### src/hw/rtl/prlp_pkg.sv
// Package for the page range list parser: page width, limits, status codes
// and the item structures of the input and result channels.
// Depends on nothing; every other file of the block uses it.
`default_nettype none

package prlp_pkg;

	localparam int unsigned PAGE_W   = 13;
	localparam int unsigned CH_W     = 8;
	localparam int unsigned STATUS_W = 3;
	localparam int unsigned MAX_PAGE = 4351;
	localparam int unsigned SUM_W    = PAGE_W + 4;

	localparam logic [CH_W-1:0] CH_ZERO  = 8'h30;
	localparam logic [CH_W-1:0] CH_NINE  = 8'h39;
	localparam logic [CH_W-1:0] CH_DASH  = 8'h2D;
	localparam logic [CH_W-1:0] CH_COMMA = 8'h2C;
	localparam logic [CH_W-1:0] CH_SPACE = 8'h20;
	localparam logic [CH_W-1:0] CH_TAB   = 8'h09;
	localparam logic [CH_W-1:0] CH_LF    = 8'h0A;
	localparam logic [CH_W-1:0] CH_CR    = 8'h0D;

	typedef enum logic [STATUS_W-1:0] {
		ST_OK       = 3'd0,
		ST_MISSING  = 3'd1,
		ST_OVERFLOW = 3'd2,
		ST_UNORDER  = 3'd3,
		ST_FLIPPED  = 3'd4,
		ST_INVALID  = 3'd5
	} status_t;

	typedef struct packed {
		logic [CH_W-1:0] ch;
		logic            terminator;
	} item_t;

	typedef struct packed {
		logic              range_valid;
		logic [PAGE_W-1:0] range_low;
		logic [PAGE_W-1:0] range_high;
		logic              finished;
		status_t           status;
	} result_t;

endpackage

`default_nettype wire

### src/hw/rtl/prlp_in_if.sv
// Input channel of the page range list parser: one character or terminator
// per item, with a valid/ready handshake. Depends on prlp_pkg.
`default_nettype none

interface prlp_in_if;
	logic                       valid;
	logic                       ready;
	logic [prlp_pkg::CH_W-1:0]  ch;
	logic                       terminator;

	modport source (output valid, output ch, output terminator, input ready);
	modport sink (input valid, input ch, input terminator, output ready);
endinterface

`default_nettype wire

### src/hw/rtl/prlp_out_if.sv
// Result channel of the page range list parser: a completed range and/or the
// final status per item, with a valid/ready handshake. Depends on prlp_pkg.
`default_nettype none

interface prlp_out_if;
	logic                          valid;
	logic                          ready;
	logic                          range_valid;
	logic [prlp_pkg::PAGE_W-1:0]   range_low;
	logic [prlp_pkg::PAGE_W-1:0]   range_high;
	logic                          finished;
	logic [prlp_pkg::STATUS_W-1:0] status;

	modport source (output valid, output range_valid, output range_low, output range_high,
		output finished, output status, input ready);
	modport sink (input valid, input range_valid, input range_low, input range_high,
		input finished, input status, output ready);
endinterface

`default_nettype wire

### src/hw/rtl/prlp_in_stage.sv
// Input register of the page range list parser. It holds one accepted item
// until the parser core steps on it. Depends on prlp_pkg and prlp_in_if.
`default_nettype none

module prlp_in_stage (
	input  wire logic            clk,
	input  wire logic            arst_n,
	prlp_in_if.sink              items,
	input  wire logic            adv,
	output logic                 valid_s1,
	output prlp_pkg::item_t      item_s1
);

	assign items.ready = !valid_s1 || adv;

	always_ff @(posedge clk or negedge arst_n) begin
		if (!arst_n) begin
			valid_s1 <= 1'b0;
		end else if (items.ready) begin
			valid_s1 <= items.valid;
		end
	end

	always_ff @(posedge clk) begin
		if (items.ready && items.valid) begin
			item_s1.ch         <= items.ch;
			item_s1.terminator <= items.terminator;
		end
	end

endmodule

`default_nettype wire

### src/hw/rtl/prlp_core.sv
// Parser core: the phase state machine, the decimal accumulator and the range
// checks, stepping once on each item it is given. Depends on prlp_pkg.
`default_nettype none

module prlp_core (
	input  wire logic            clk,
	input  wire logic            arst_n,
	input  wire logic            en,
	input  wire prlp_pkg::item_t item,
	output logic                 has_res,
	output prlp_pkg::result_t    res
);

	typedef enum logic [4:0] {
		PH_START  = 5'b00001,
		PH_FIRST  = 5'b00010,
		PH_DASH   = 5'b00100,
		PH_SECOND = 5'b01000,
		PH_AFTER  = 5'b10000
	} phase_t;

	phase_t                      phase_q, phase_d;
	logic [prlp_pkg::PAGE_W-1:0] acc_q, acc_d;
	logic [prlp_pkg::PAGE_W-1:0] first_q, first_d;
	logic [prlp_pkg::PAGE_W-1:0] prev_max_q, prev_max_d;
	logic                        prev_valid_q, prev_valid_d;
	logic                        error_q, error_d;

	logic                        is_digit;
	logic                        is_blank;
	logic [prlp_pkg::SUM_W-1:0]  base;
	logic [prlp_pkg::SUM_W-1:0]  sum;
	logic                        ovf;
	logic                        unord;
	logic                        closed;
	logic                        rv;
	logic                        fin;
	logic [prlp_pkg::PAGE_W-1:0] lo;
	logic [prlp_pkg::PAGE_W-1:0] hi;
	prlp_pkg::status_t           st;

	always_comb begin
		is_digit = item.ch inside {[prlp_pkg::CH_ZERO:prlp_pkg::CH_NINE]};
		is_blank = item.ch inside {prlp_pkg::CH_SPACE, prlp_pkg::CH_TAB,
			prlp_pkg::CH_LF, prlp_pkg::CH_CR};
		base = (phase_q == PH_FIRST || phase_q == PH_SECOND) ?
			{4'b0000, acc_q} : '0;
		sum = (base << 3) + (base << 1) +
			{{(prlp_pkg::SUM_W-4){1'b0}}, item.ch[3:0]};
		ovf = sum > prlp_pkg::SUM_W'(prlp_pkg::MAX_PAGE);
		unord = prev_valid_q && (prev_max_q >= acc_q);
	end

	always_comb begin
		phase_d      = phase_q;
		acc_d        = acc_q;
		first_d      = first_q;
		prev_max_d   = prev_max_q;
		prev_valid_d = prev_valid_q;
		error_d      = error_q;
		rv           = 1'b0;
		fin          = 1'b0;
		lo           = '0;
		hi           = '0;
		st           = prlp_pkg::ST_OK;
		closed       = 1'b0;

		if (error_q) begin
			if (item.terminator) begin
				phase_d      = PH_START;
				acc_d        = '0;
				first_d      = '0;
				prev_valid_d = 1'b0;
				error_d      = 1'b0;
			end
		end else if (item.terminator) begin
			fin = 1'b1;
			case (phase_q)
				PH_FIRST: begin
					if (unord) begin
						st = prlp_pkg::ST_UNORDER;
					end else begin
						rv = 1'b1;
						lo = acc_q;
						hi = acc_q;
					end
				end
				PH_DASH: begin
					st = prlp_pkg::ST_MISSING;
				end
				PH_SECOND: begin
					if (first_q > acc_q) begin
						st = prlp_pkg::ST_FLIPPED;
					end else begin
						rv = 1'b1;
						lo = first_q;
						hi = acc_q;
					end
				end
				default: begin
				end
			endcase
			phase_d      = PH_START;
			acc_d        = '0;
			first_d      = '0;
			prev_valid_d = 1'b0;
			error_d      = 1'b0;
		end else begin
			case (phase_q)
				PH_START, PH_DASH: begin
					if (is_digit) begin
						acc_d = '0;
						if (ovf) begin
							fin = 1'b1;
							st  = prlp_pkg::ST_OVERFLOW;
						end else begin
							acc_d   = sum[prlp_pkg::PAGE_W-1:0];
							phase_d = (phase_q == PH_START) ? PH_FIRST : PH_SECOND;
						end
					end else if (phase_q == PH_DASH || !is_blank) begin
						fin = 1'b1;
						st  = prlp_pkg::ST_MISSING;
					end
				end
				PH_FIRST: begin
					if (is_digit) begin
						if (ovf) begin
							fin = 1'b1;
							st  = prlp_pkg::ST_OVERFLOW;
						end else begin
							acc_d = sum[prlp_pkg::PAGE_W-1:0];
						end
					end else if (unord) begin
						fin = 1'b1;
						st  = prlp_pkg::ST_UNORDER;
					end else if (item.ch == prlp_pkg::CH_DASH) begin
						first_d = acc_q;
						phase_d = PH_DASH;
					end else begin
						rv     = 1'b1;
						lo     = acc_q;
						hi     = acc_q;
						closed = 1'b1;
					end
				end
				PH_SECOND: begin
					if (is_digit) begin
						if (ovf) begin
							fin = 1'b1;
							st  = prlp_pkg::ST_OVERFLOW;
						end else begin
							acc_d = sum[prlp_pkg::PAGE_W-1:0];
						end
					end else if (first_q > acc_q) begin
						fin = 1'b1;
						st  = prlp_pkg::ST_FLIPPED;
					end else begin
						rv     = 1'b1;
						lo     = first_q;
						hi     = acc_q;
						closed = 1'b1;
					end
				end
				default: begin
					if (item.ch == prlp_pkg::CH_COMMA) begin
						phase_d = PH_START;
					end else if (!is_blank) begin
						fin = 1'b1;
						st  = prlp_pkg::ST_INVALID;
					end
				end
			endcase
			if (closed) begin
				prev_max_d   = hi;
				prev_valid_d = 1'b1;
				if (item.ch == prlp_pkg::CH_COMMA) begin
					phase_d = PH_START;
				end else if (is_blank) begin
					phase_d = PH_AFTER;
				end else begin
					fin = 1'b1;
					st  = prlp_pkg::ST_INVALID;
				end
			end
			if (fin) begin
				error_d = 1'b1;
			end
		end
	end

	assign has_res         = rv || fin;
	assign res.range_valid = rv;
	assign res.range_low   = lo;
	assign res.range_high  = hi;
	assign res.finished    = fin;
	assign res.status      = st;

	always_ff @(posedge clk or negedge arst_n) begin
		if (!arst_n) begin
			phase_q      <= PH_START;
			acc_q        <= '0;
			first_q      <= '0;
			prev_max_q   <= '0;
			prev_valid_q <= 1'b0;
			error_q      <= 1'b0;
		end else if (en) begin
			phase_q      <= phase_d;
			acc_q        <= acc_d;
			first_q      <= first_d;
			prev_max_q   <= prev_max_d;
			prev_valid_q <= prev_valid_d;
			error_q      <= error_d;
		end
	end

	a_err_silent: assert property (@(posedge clk) disable iff (!arst_n)
		en && error_q && !item.terminator |-> !has_res)
		else $error("Result produced after an error was reported.");

	a_fin_sets_err: assert property (@(posedge clk) disable iff (!arst_n)
		en && fin && !item.terminator |=> error_q)
		else $error("Error not latched after a final status.");

	a_term_clears: assert property (@(posedge clk) disable iff (!arst_n)
		en && item.terminator |=> phase_q == PH_START && !error_q && !prev_valid_q)
		else $error("Terminator did not return the parser to its reset state.");

	a_range_order: assert property (@(posedge clk) disable iff (!arst_n)
		en && rv |-> lo <= hi && (!prev_valid_q || prev_max_q < lo))
		else $error("Emitted range is out of order.");

	a_nonfin_ok: assert property (@(posedge clk) disable iff (!arst_n)
		en && rv && !fin |=> !error_q && prev_valid_q && prev_max_q == $past(hi))
		else $error("Range completion did not update the previous maximum.");

endmodule

`default_nettype wire

### src/hw/rtl/prlp_out_stage.sv
// Result register of the page range list parser. It holds one result item
// until the sink takes it. Depends on prlp_pkg and prlp_out_if.
`default_nettype none

module prlp_out_stage (
	input  wire logic              clk,
	input  wire logic              arst_n,
	input  wire logic              adv,
	input  wire logic              has_res,
	input  wire prlp_pkg::result_t res,
	output logic                   can_load,
	prlp_out_if.source             results
);

	logic              valid_q;
	prlp_pkg::result_t res_q;

	assign can_load = !valid_q || results.ready;

	always_ff @(posedge clk or negedge arst_n) begin
		if (!arst_n) begin
			valid_q <= 1'b0;
		end else if (adv) begin
			valid_q <= has_res;
		end else if (results.ready) begin
			valid_q <= 1'b0;
		end
	end

	always_ff @(posedge clk) begin
		if (adv && has_res) begin
			res_q <= res;
		end
	end

	assign results.valid       = valid_q;
	assign results.range_valid = res_q.range_valid;
	assign results.range_low   = res_q.range_low;
	assign results.range_high  = res_q.range_high;
	assign results.finished    = res_q.finished;
	assign results.status      = res_q.status;

endmodule

`default_nettype wire

### src/hw/rtl/page_range_list_parser.sv
// Top level of the page range list parser: input register, parser core and
// result register. Depends on prlp_pkg, prlp_in_if, prlp_out_if and the stages.
//
//   Port     Direction  Item
//   items    sink       one character of the list, or the terminator
//   results  source     a completed page range and/or the final status
//
// An item passes through the input register and then the result register,
// with the parser step in between.
// One item is accepted in every cycle while the result side keeps up.
// A stalled result holds its register and the input register; items that
// give no result still advance whenever the result register can load.
// Reset returns the parser to the start of a list with no range seen.
`default_nettype none

module page_range_list_parser (
	input  wire logic  clk,
	input  wire logic  arst_n,
	prlp_in_if.sink    items,
	prlp_out_if.source results
);

	logic              valid_s1;
	prlp_pkg::item_t   item_s1;
	logic              adv;
	logic              can_load;
	logic              has_res;
	prlp_pkg::result_t res;

	assign adv = valid_s1 && can_load;

	prlp_in_stage u_in_stage (
		.clk      (clk),
		.arst_n   (arst_n),
		.items    (items),
		.adv      (adv),
		.valid_s1 (valid_s1),
		.item_s1  (item_s1)
	);

	prlp_core u_core (
		.clk     (clk),
		.arst_n  (arst_n),
		.en      (adv),
		.item    (item_s1),
		.has_res (has_res),
		.res     (res)
	);

	prlp_out_stage u_out_stage (
		.clk      (clk),
		.arst_n   (arst_n),
		.adv      (adv),
		.has_res  (has_res),
		.res      (res),
		.can_load (can_load),
		.results  (results)
	);

endmodule

`default_nettype wire

### src/flat_wrapper.sv
// flat-port wrapper written by rule: the top's interface ports become plain ports
module page_range_list_parser_flat 
  (clk, arst_n, items_valid, items_ch, items_terminator, items_ready, results_valid, results_range_valid, results_range_low, results_range_high, results_finished, results_status, results_ready);
  prlp_in_if items_i ();
  prlp_out_if results_i ();
  input  wire logic clk;
  input  wire logic arst_n;
  input wire logic [$bits(items_i.valid)-1:0] items_valid;
  input wire logic [$bits(items_i.ch)-1:0] items_ch;
  input wire logic [$bits(items_i.terminator)-1:0] items_terminator;
  output wire logic [$bits(items_i.ready)-1:0] items_ready;
  output wire logic [$bits(results_i.valid)-1:0] results_valid;
  output wire logic [$bits(results_i.range_valid)-1:0] results_range_valid;
  output wire logic [$bits(results_i.range_low)-1:0] results_range_low;
  output wire logic [$bits(results_i.range_high)-1:0] results_range_high;
  output wire logic [$bits(results_i.finished)-1:0] results_finished;
  output wire logic [$bits(results_i.status)-1:0] results_status;
  input wire logic [$bits(results_i.ready)-1:0] results_ready;
  assign items_i.valid = items_valid;
  assign items_i.ch = items_ch;
  assign items_i.terminator = items_terminator;
  assign items_ready = items_i.ready;
  assign results_valid = results_i.valid;
  assign results_range_valid = results_i.range_valid;
  assign results_range_low = results_i.range_low;
  assign results_range_high = results_i.range_high;
  assign results_finished = results_i.finished;
  assign results_status = results_i.status;
  assign results_i.ready = results_ready;
  page_range_list_parser u_core (.clk(clk), .arst_n(arst_n), .items(items_i), .results(results_i));
endmodule
### config.mk
export PLATFORM = sky130hd
export DESIGN_NAME = page_range_list_parser_flat
export DESIGN_NICKNAME = d
export VERILOG_FILES = /design/src/hw/rtl/prlp_pkg.sv /design/src/hw/rtl/prlp_in_if.sv /design/src/hw/rtl/prlp_out_if.sv /design/src/hw/rtl/prlp_in_stage.sv /design/src/hw/rtl/prlp_core.sv /design/src/hw/rtl/prlp_out_stage.sv /design/src/hw/rtl/page_range_list_parser.sv /design/src/flat_wrapper.sv
export SDC_FILE = /design/constraint.sdc
export NUM_CORES = 1
export LEC_CHECK = 0
export ABC_AREA = 0
export BUFFER_PORTS_ARGS = -buffer_cell sky130_fd_sc_hd__buf_4
export CAP_MARGIN = 20
export CORE_UTILIZATION = 60
export CTS_BUF_LIST = sky130_fd_sc_hd__clkbuf_16
export CTS_CLUSTER_DIAMETER = 100
export DETAILED_ROUTE_END_ITERATION = 8
export PLACE_DENSITY = 0.82
export SLEW_MARGIN = 10
export SYNTH_ARGS = -nofsm -noshare
export SYNTH_HDL_FRONTEND = slang
export SYNTH_HIERARCHICAL = 1
export SYNTH_SLANG_ARGS = --single-unit
### constraint.sdc
create_clock -name clk -period 5.35 [get_ports clk]
set_input_delay 0.2675 -clock clk [delete_from_list [all_inputs] [get_ports clk]]
set_output_delay 0.2675 -clock clk [all_outputs]
set_load 0.005 [all_outputs]
Word level (Yosys, flattened, before mapping)
Cells that the tools add are included.

Register bits: 88. Input port bits: 13. Output and inout bits: 33. Logic and storage cells: 163.

Add/subtract/negate cells: 2. Order comparisons: 5. Equal/unequal tests: 16. Muxes and demuxes: 97. Bitwise operators: 2. Reductions and logical operators: 26.

Operator list (number): 13-bit 2-to-1 mux (24); 13-bit case mux with 2 select lines (5); 5-bit 2-to-1 mux (12); 1-bit 2-to-1 mux (37); 3-bit 2-to-1 mux (10); 8-bit by 4-bit == test with 1-bit output (second input constant) (3); 8-bit by 6-bit == test with 1-bit output (second input constant) (3); 3-bit case mux with 3 select lines (2); 16-bit by 14-bit adder with 17-bit output (1); 17-bit by 4-bit adder with 17-bit output (1); 17-bit by 13-bit > comparator with 1-bit output (second input constant) (1); 5-bit case mux with 3 select lines (1); 13-bit greater-or-equal comparator (1); 13-bit > comparator (1); 6-bit AND reduction (2); 8-bit by 6-bit greater-or-equal comparator with 1-bit output (second input constant) (1); 8-bit by 6-bit less-or-equal comparator with 1-bit output (second input constant) (1); 2-bit nonzero test (4); 2-bit by 1-bit != test with 1-bit output (second input constant) (3); 3-bit by 2-bit != test with 1-bit output (second input constant) (2); 5-bit by 1-bit == test with 1-bit output (second input constant) (1); 5-bit by 2-bit == test with 1-bit output (second input constant) (1); 5-bit by 3-bit == test with 1-bit output (second input constant) (1); 5-bit by 4-bit == test with 1-bit output (second input constant) (1); 15 further kinds (29).

Longest topological paths before layout
Depth in word-level cells: 18. Depth in mapped cells: 20. Gate-level depth less buffers: 18.

By module
Netlist, hierarchy kept.

By module, submodules not included: prlp_core (instances 1, cells each 498, area each 4110.2 um2, seq. area each 1152.4 um2); prlp_out_stage (instances 1, cells each 35, area each 985.9 um2, seq. area each 955.9 um2); prlp_in_stage (instances 1, cells each 13, area each 324.1 um2, seq. area each 295.3 um2); page_range_list_parser (instances 1, cells each 1, area each 6.3 um2, seq. area each 0.0 um2).

Least setup slack after synthesis
Ideal clock, no wire load.

Path kind: flip-flop to flip-flop. Start point: register u_core.u_core.phase_q[2]. End point: register u_core.u_out_stage.valid_q, in the netlist u_core/u_out_stage/results.valid. Arrival: 4.540 ns. Path slack: 0.681 ns. Stages on the path, launching flop included: 19. Cells stage by stage: dfrtp_1 -> nor3_1 -> and2_1 -> clkbuf_1 -> nand2_1 -> xnor2_1 -> ha_1 -> fa_1 -> a211oi_2 -> o211ai_1 -> a31oi_1 -> o311ai_0 -> mux2_2 -> nor4_4 -> nor3_1 -> a211oi_1 -> a21oi_1 -> and2_4 -> o21bai_1.

Cells in the longest elaborated chain, start to end: 18.

RTL lines: from (decl) (line prlp_core.sv:22) `phase_t phase_q, phase_d;`; from (signal assigned) (line prlp_core.sv:207) `phase_q <= phase_d;`; 5-bit by 2-bit == test with 1-bit output / 5-bit by 4-bit == test with 1-bit output (equally long branches) (line prlp_core.sv:46, prlp_core.sv:78, prlp_core.sv:109); 1-bit logical OR (line prlp_core.sv:46) `base = (phase_q == PH_FIRST || phase_q == PH_SECOND) ?`; 13-bit 2-to-1 mux (line prlp_core.sv:46); 16-bit by 14-bit adder with 17-bit output (line prlp_core.sv:48) `sum = (base << 3) + (base << 1) +`; 17-bit by 4-bit adder with 17-bit output (line prlp_core.sv:48); 17-bit by 13-bit > comparator with 1-bit output (line prlp_core.sv:50) `ovf = sum > prlp_pkg::SUM_W'(prlp_pkg::MAX_PAGE);`; 1-bit 2-to-1 mux (line prlp_core.sv:113, prlp_core.sv:127, prlp_core.sv:148); 1-bit 2-to-1 mux, on equally long branches (line prlp_core.sv:147, prlp_core.sv:111, prlp_core.sv:126); [3 not listed]; 1-bit 2-to-1 mux (line prlp_core.sv:173) `if (closed) begin`; 1-bit 2-to-1 mux (line prlp_core.sv:76) `end else if (item.terminator) begin`; 1-bit 2-to-1 mux (line prlp_core.sv:68) `if (error_q) begin`; 1-bit 2-to-1 mux (line prlp_core.sv:76); 1-bit 2-to-1 mux (line prlp_core.sv:68); 1-bit logical OR (*) (line prlp_core.sv:191) `assign has_res = rv || fin;`; named net u_core.has_res (line page_range_list_parser.sv:27) `logic has_res;`; 1-bit 2-to-1 mux (*) (line prlp_out_stage.sv:23) `end else if (adv) begin`; to (signal assigned) (line prlp_out_stage.sv:24) `valid_q <= has_res;`; to (decl) (line prlp_out_stage.sv:15) `logic valid_q;`.

The timed path passes the listed nets; every way through them passes the cells marked *. The select of a mux whose other input is x is not followed. A chain may end at the register's enable or synchronous reset.

Final worst setup path
Same ends and word-level chain as after synthesis.

==> results.json <==
{
  "run_status": "complete, no violations",
  "ys_top_cells_by_area": "sky130_fd_sc_hd__edfxtp_1, sky130_fd_sc_hd__dfrtp_1, sky130_fd_sc_hd__ha_1",
  "timing.hold.worst.class": "in -> reg",
  "cts_resized": 0,
  "irDropWorstVdd_uv": 213.1,
  "layout-area-overhead-vs-synth_pct": 13.67,
  "post_synth.cell_area_avg_um2": 9.920,
  "synth-warning-count": 6,
  "most_common_flop_cell_mapped_by_yosys": "sky130_fd_sc_hd__dfrtp_1",
  "routed_wire_per_std_cell_um": 18.39,
  "cts-root-buf": "sky130_fd_sc_hd__clkbuf_16",
  "critical_path_peak_fanout": 32,
  "layout.core_utilization": 0.7073,
  "yosys.area.top_type_share": 0.2214,
  "htree_num_levels": 3,
  "grt_pass1_wl_um": 21470,
  "cts-buffers-inserted": 9,
  "tightest_slew_ns": 1.060,
  "yosysMostFrequentCell": "sky130_fd_sc_hd__ha_1",
  "maxCapViolations": 0,
  "netlist_area_um2": 5426,
  "std_cell_rows": 34,
  "ys_seq_area_frac": 0.4429,
  "synthCells": 547,
  "antenna_found_initial": 0,
  "netlist_top_cells_count": "sky130_fd_sc_hd__ha_1, sky130_fd_sc_hd__dfrtp_1, sky130_fd_sc_hd__nand2_1, sky130_fd_sc_hd__edfxtp_1, sky130_fd_sc_hd__o21ai_0",
  "first_global_vias": 4395,
  "drt_pass1_iterations": 5,
  "final_setup_violations": 0,
  "grt_start_max_net_pins": 49,
  "route.antenna.remaining_nets": 0,
  "final_number_of_max_transition_violations": 0,
  "route.final.wire_length_um": 12820,
  "ys_seq_elements": 88,
  "critPathCaptureType": "flip-flop",
  "groute.usage.overall": 0.2891,
  "postCtsSetupRepairBufs": 0,
  "layout-drive-gt1-share": 0.1596,
  "globalplace.congestion": 0.9464,
  "p_total_uw": 1936,
  "hpwl_um": 9139,
  "fp.coreArea_um2": 8721,
  "cellLeakagePower_uw": 0.002767,
  "fraction_of_synthesis_flops_using_an_asynchronous_set_or_reset_pin": 0.5455,
  "via_count": 4384,
  "power_density_nw_per_um2": 313.9,
  "fin_tns_setup_ns": 0,
  "worst_slew_margin_rel": 0.2905,
  "hold_viol_final": 0,
  "insertedDiodeCount": 0,
  "period_minus_slack_ns": 4.922,
  "post_drt_via_cell_ratio": 6.290,
  "clk_latency_ns": 0.35,
  "port_buffers": 45,
  "layout_worst_path_cycle_share": 0.9200,
  "detail_route.drc_violations": 0,
  "finalNetCount": 649,
  "worstPathRequired_ns": 5.57,
  "yosys.cell_types.count": 66,
  "rsz0062_at_grt": "false",
  "gr-total-overflow": 0,
  "cell_type_contributing_the_most_total_cell_area_after_synthesis": "sky130_fd_sc_hd__edfxtp_1",
  "mappedNetlistNets": 612,
  "clock_edge_transition_at_the_registers_on_the_reported_setup_and_hold_paths_ns": 0.06,
  "timing_worst_setup_path_type": "reg -> reg",
  "dieArea_um2": 9428,
  "timing.clock.skew_ns": 0.008393,
  "clock_tree.buffer_depth": 2,
  "cts_tree": "yes",
  "fp.dieW_um": 97.10,
  "drt_initial_violations": 297,
  "pre_cts_setup_slack_ns": 0.4802,
  "initial_util": 0.6222,
  "placedCellCount": 679,
  "stdcell_count": 697,
  "pin_count": 46,
  "crit_arrival_ns": 5.14,
  "final.setup.worst_slack_ns": 0.4282,
  "cts.hold.buffers_added": 1,
  "floorplan.die.height_um": 97.10,
  "synth_edf_count": 40,
  "tritoncts_num_sinks": 88,
  "critical_path.startpoint_type": "flip-flop",
  "fmax_mhz": 203.2
}
==> final timing paths <==
kind	from	endpoint	slack, ns	cells past startpoint
worst max-delay path	u_core/u_core/phase_q[2]	u_core/u_out_stage/results.valid	0.43	18
worst min-delay path	items_terminator	u_core/u_in_stage/item_s1[0]	0.1	1
worst max register to register	u_core/u_core/phase_q[2]	u_core/u_out_stage/results.valid	0.43	18
worst min register to register	u_core/u_core/prev_max_q[5]	u_core/u_core/prev_max_q[5]	0.50	2
max in group asynchronous	arst_n	u_core/u_core/phase_q[1]	4.44	2
min in group asynchronous	arst_n	u_core/u_core/prev_max_q[6]	0.48	2
==> power breakdown <==
| part | internal [uW] | switching [uW] |
|---|---|---|
| registers | 816 | 67.7 |
| logic | 153 | 207 |
| clock network | 415 | 278 |
==> metal layers <==
metal / global-route usage / routed length (um)
met5: 0 / 0
met3: 0.04604 / 579
met4: 0.1343 / 305
met2: 0.4707 / 6390
met1: 0.3800 / 5546
==> cell usage in the layout, fill, tap and decap left out, types with 16 or more instances in the layout <==
master                     instances
sky130_fd_sc_hd__a21oi_1          28
sky130_fd_sc_hd__and2_1           16
sky130_fd_sc_hd__buf_4            51
sky130_fd_sc_hd__dfrtp_1          47
sky130_fd_sc_hd__edfxtp_1         40
sky130_fd_sc_hd__ha_1             51
sky130_fd_sc_hd__inv_1            26
sky130_fd_sc_hd__nand2_1          46
sky130_fd_sc_hd__nor2_1           33
sky130_fd_sc_hd__nor2b_1          16
sky130_fd_sc_hd__o21ai_0          34
==> kinds of logic (layout without fill, tap and decap cells) <==
group                    Yosys count  count (layout)  synth area share
AO/OA/AOI/OAI                    153             153            0.1852
multiplexers                       2               2          0.003920
adder cells (fa/ha/maj)           52              52            0.1213
XOR/XNOR                          13              13           0.02098
buffers and inverters             53              95           0.04081
AND/OR/NAND/NOR                  186             186            0.1849
flip-flops                        88              88            0.4429
==> layout make-up <==
type,count,area (um^2)
clock buffer,9,225.2
clock inverter,7,101.3
fill,629,2552
inverter,26,97.59
multi-input combinational,406,2801
sequential,88,2404
tap,108,135.1
timing repair buffer,53,404.1
==> worst max-delay path, cell delays in order, from the launching register on <==
cell and delay, ns:
sky130_fd_sc_hd__dfrtp_1 0.44, sky130_fd_sc_hd__nor3_1 0.22, sky130_fd_sc_hd__buf_4 0.20, sky130_fd_sc_hd__and2_1 0.16
sky130_fd_sc_hd__nand2_1 0.12, sky130_fd_sc_hd__xnor2_1 0.17, sky130_fd_sc_hd__ha_1 0.33, sky130_fd_sc_hd__fa_1 0.50
sky130_fd_sc_hd__a211oi_2 0.30, sky130_fd_sc_hd__o211ai_1 0.14, sky130_fd_sc_hd__a31oi_1 0.28, sky130_fd_sc_hd__o311ai_0 0.16
sky130_fd_sc_hd__mux2_2 0.30, sky130_fd_sc_hd__nor4_4 0.33, sky130_fd_sc_hd__nor3_1 0.09, sky130_fd_sc_hd__a211oi_1 0.34
sky130_fd_sc_hd__a21oi_1 0.13, sky130_fd_sc_hd__and2_4 0.34, sky130_fd_sc_hd__o21bai_1 0.22
==> registers in the layout (all words and copies together) (netlist names), 3 cells and up <==
register                               count
u_core/u_core/prev_max_q                  13
u_core/u_core/first_q                     13
u_core/u_out_stage/results.status          3
u_core/u_core/phase_q                      5
u_core/u_out_stage/results.range_high     13
u_core/u_core/acc_q                       13
u_core/u_out_stage/results.range_low      13
u_core/u_in_stage/item_s1                  9
==> metrics by stage <==
step,hold slack (ns),cell area [um^2]
after floorplan,-0.02809,5426
after global placement,0.3206,5821
after detailed placement,0.3265,5821
after CTS,0.09223,6157
after global routing,0.09175,6168
final,0.09660,6168
Power figures use the tool's default switching activity.
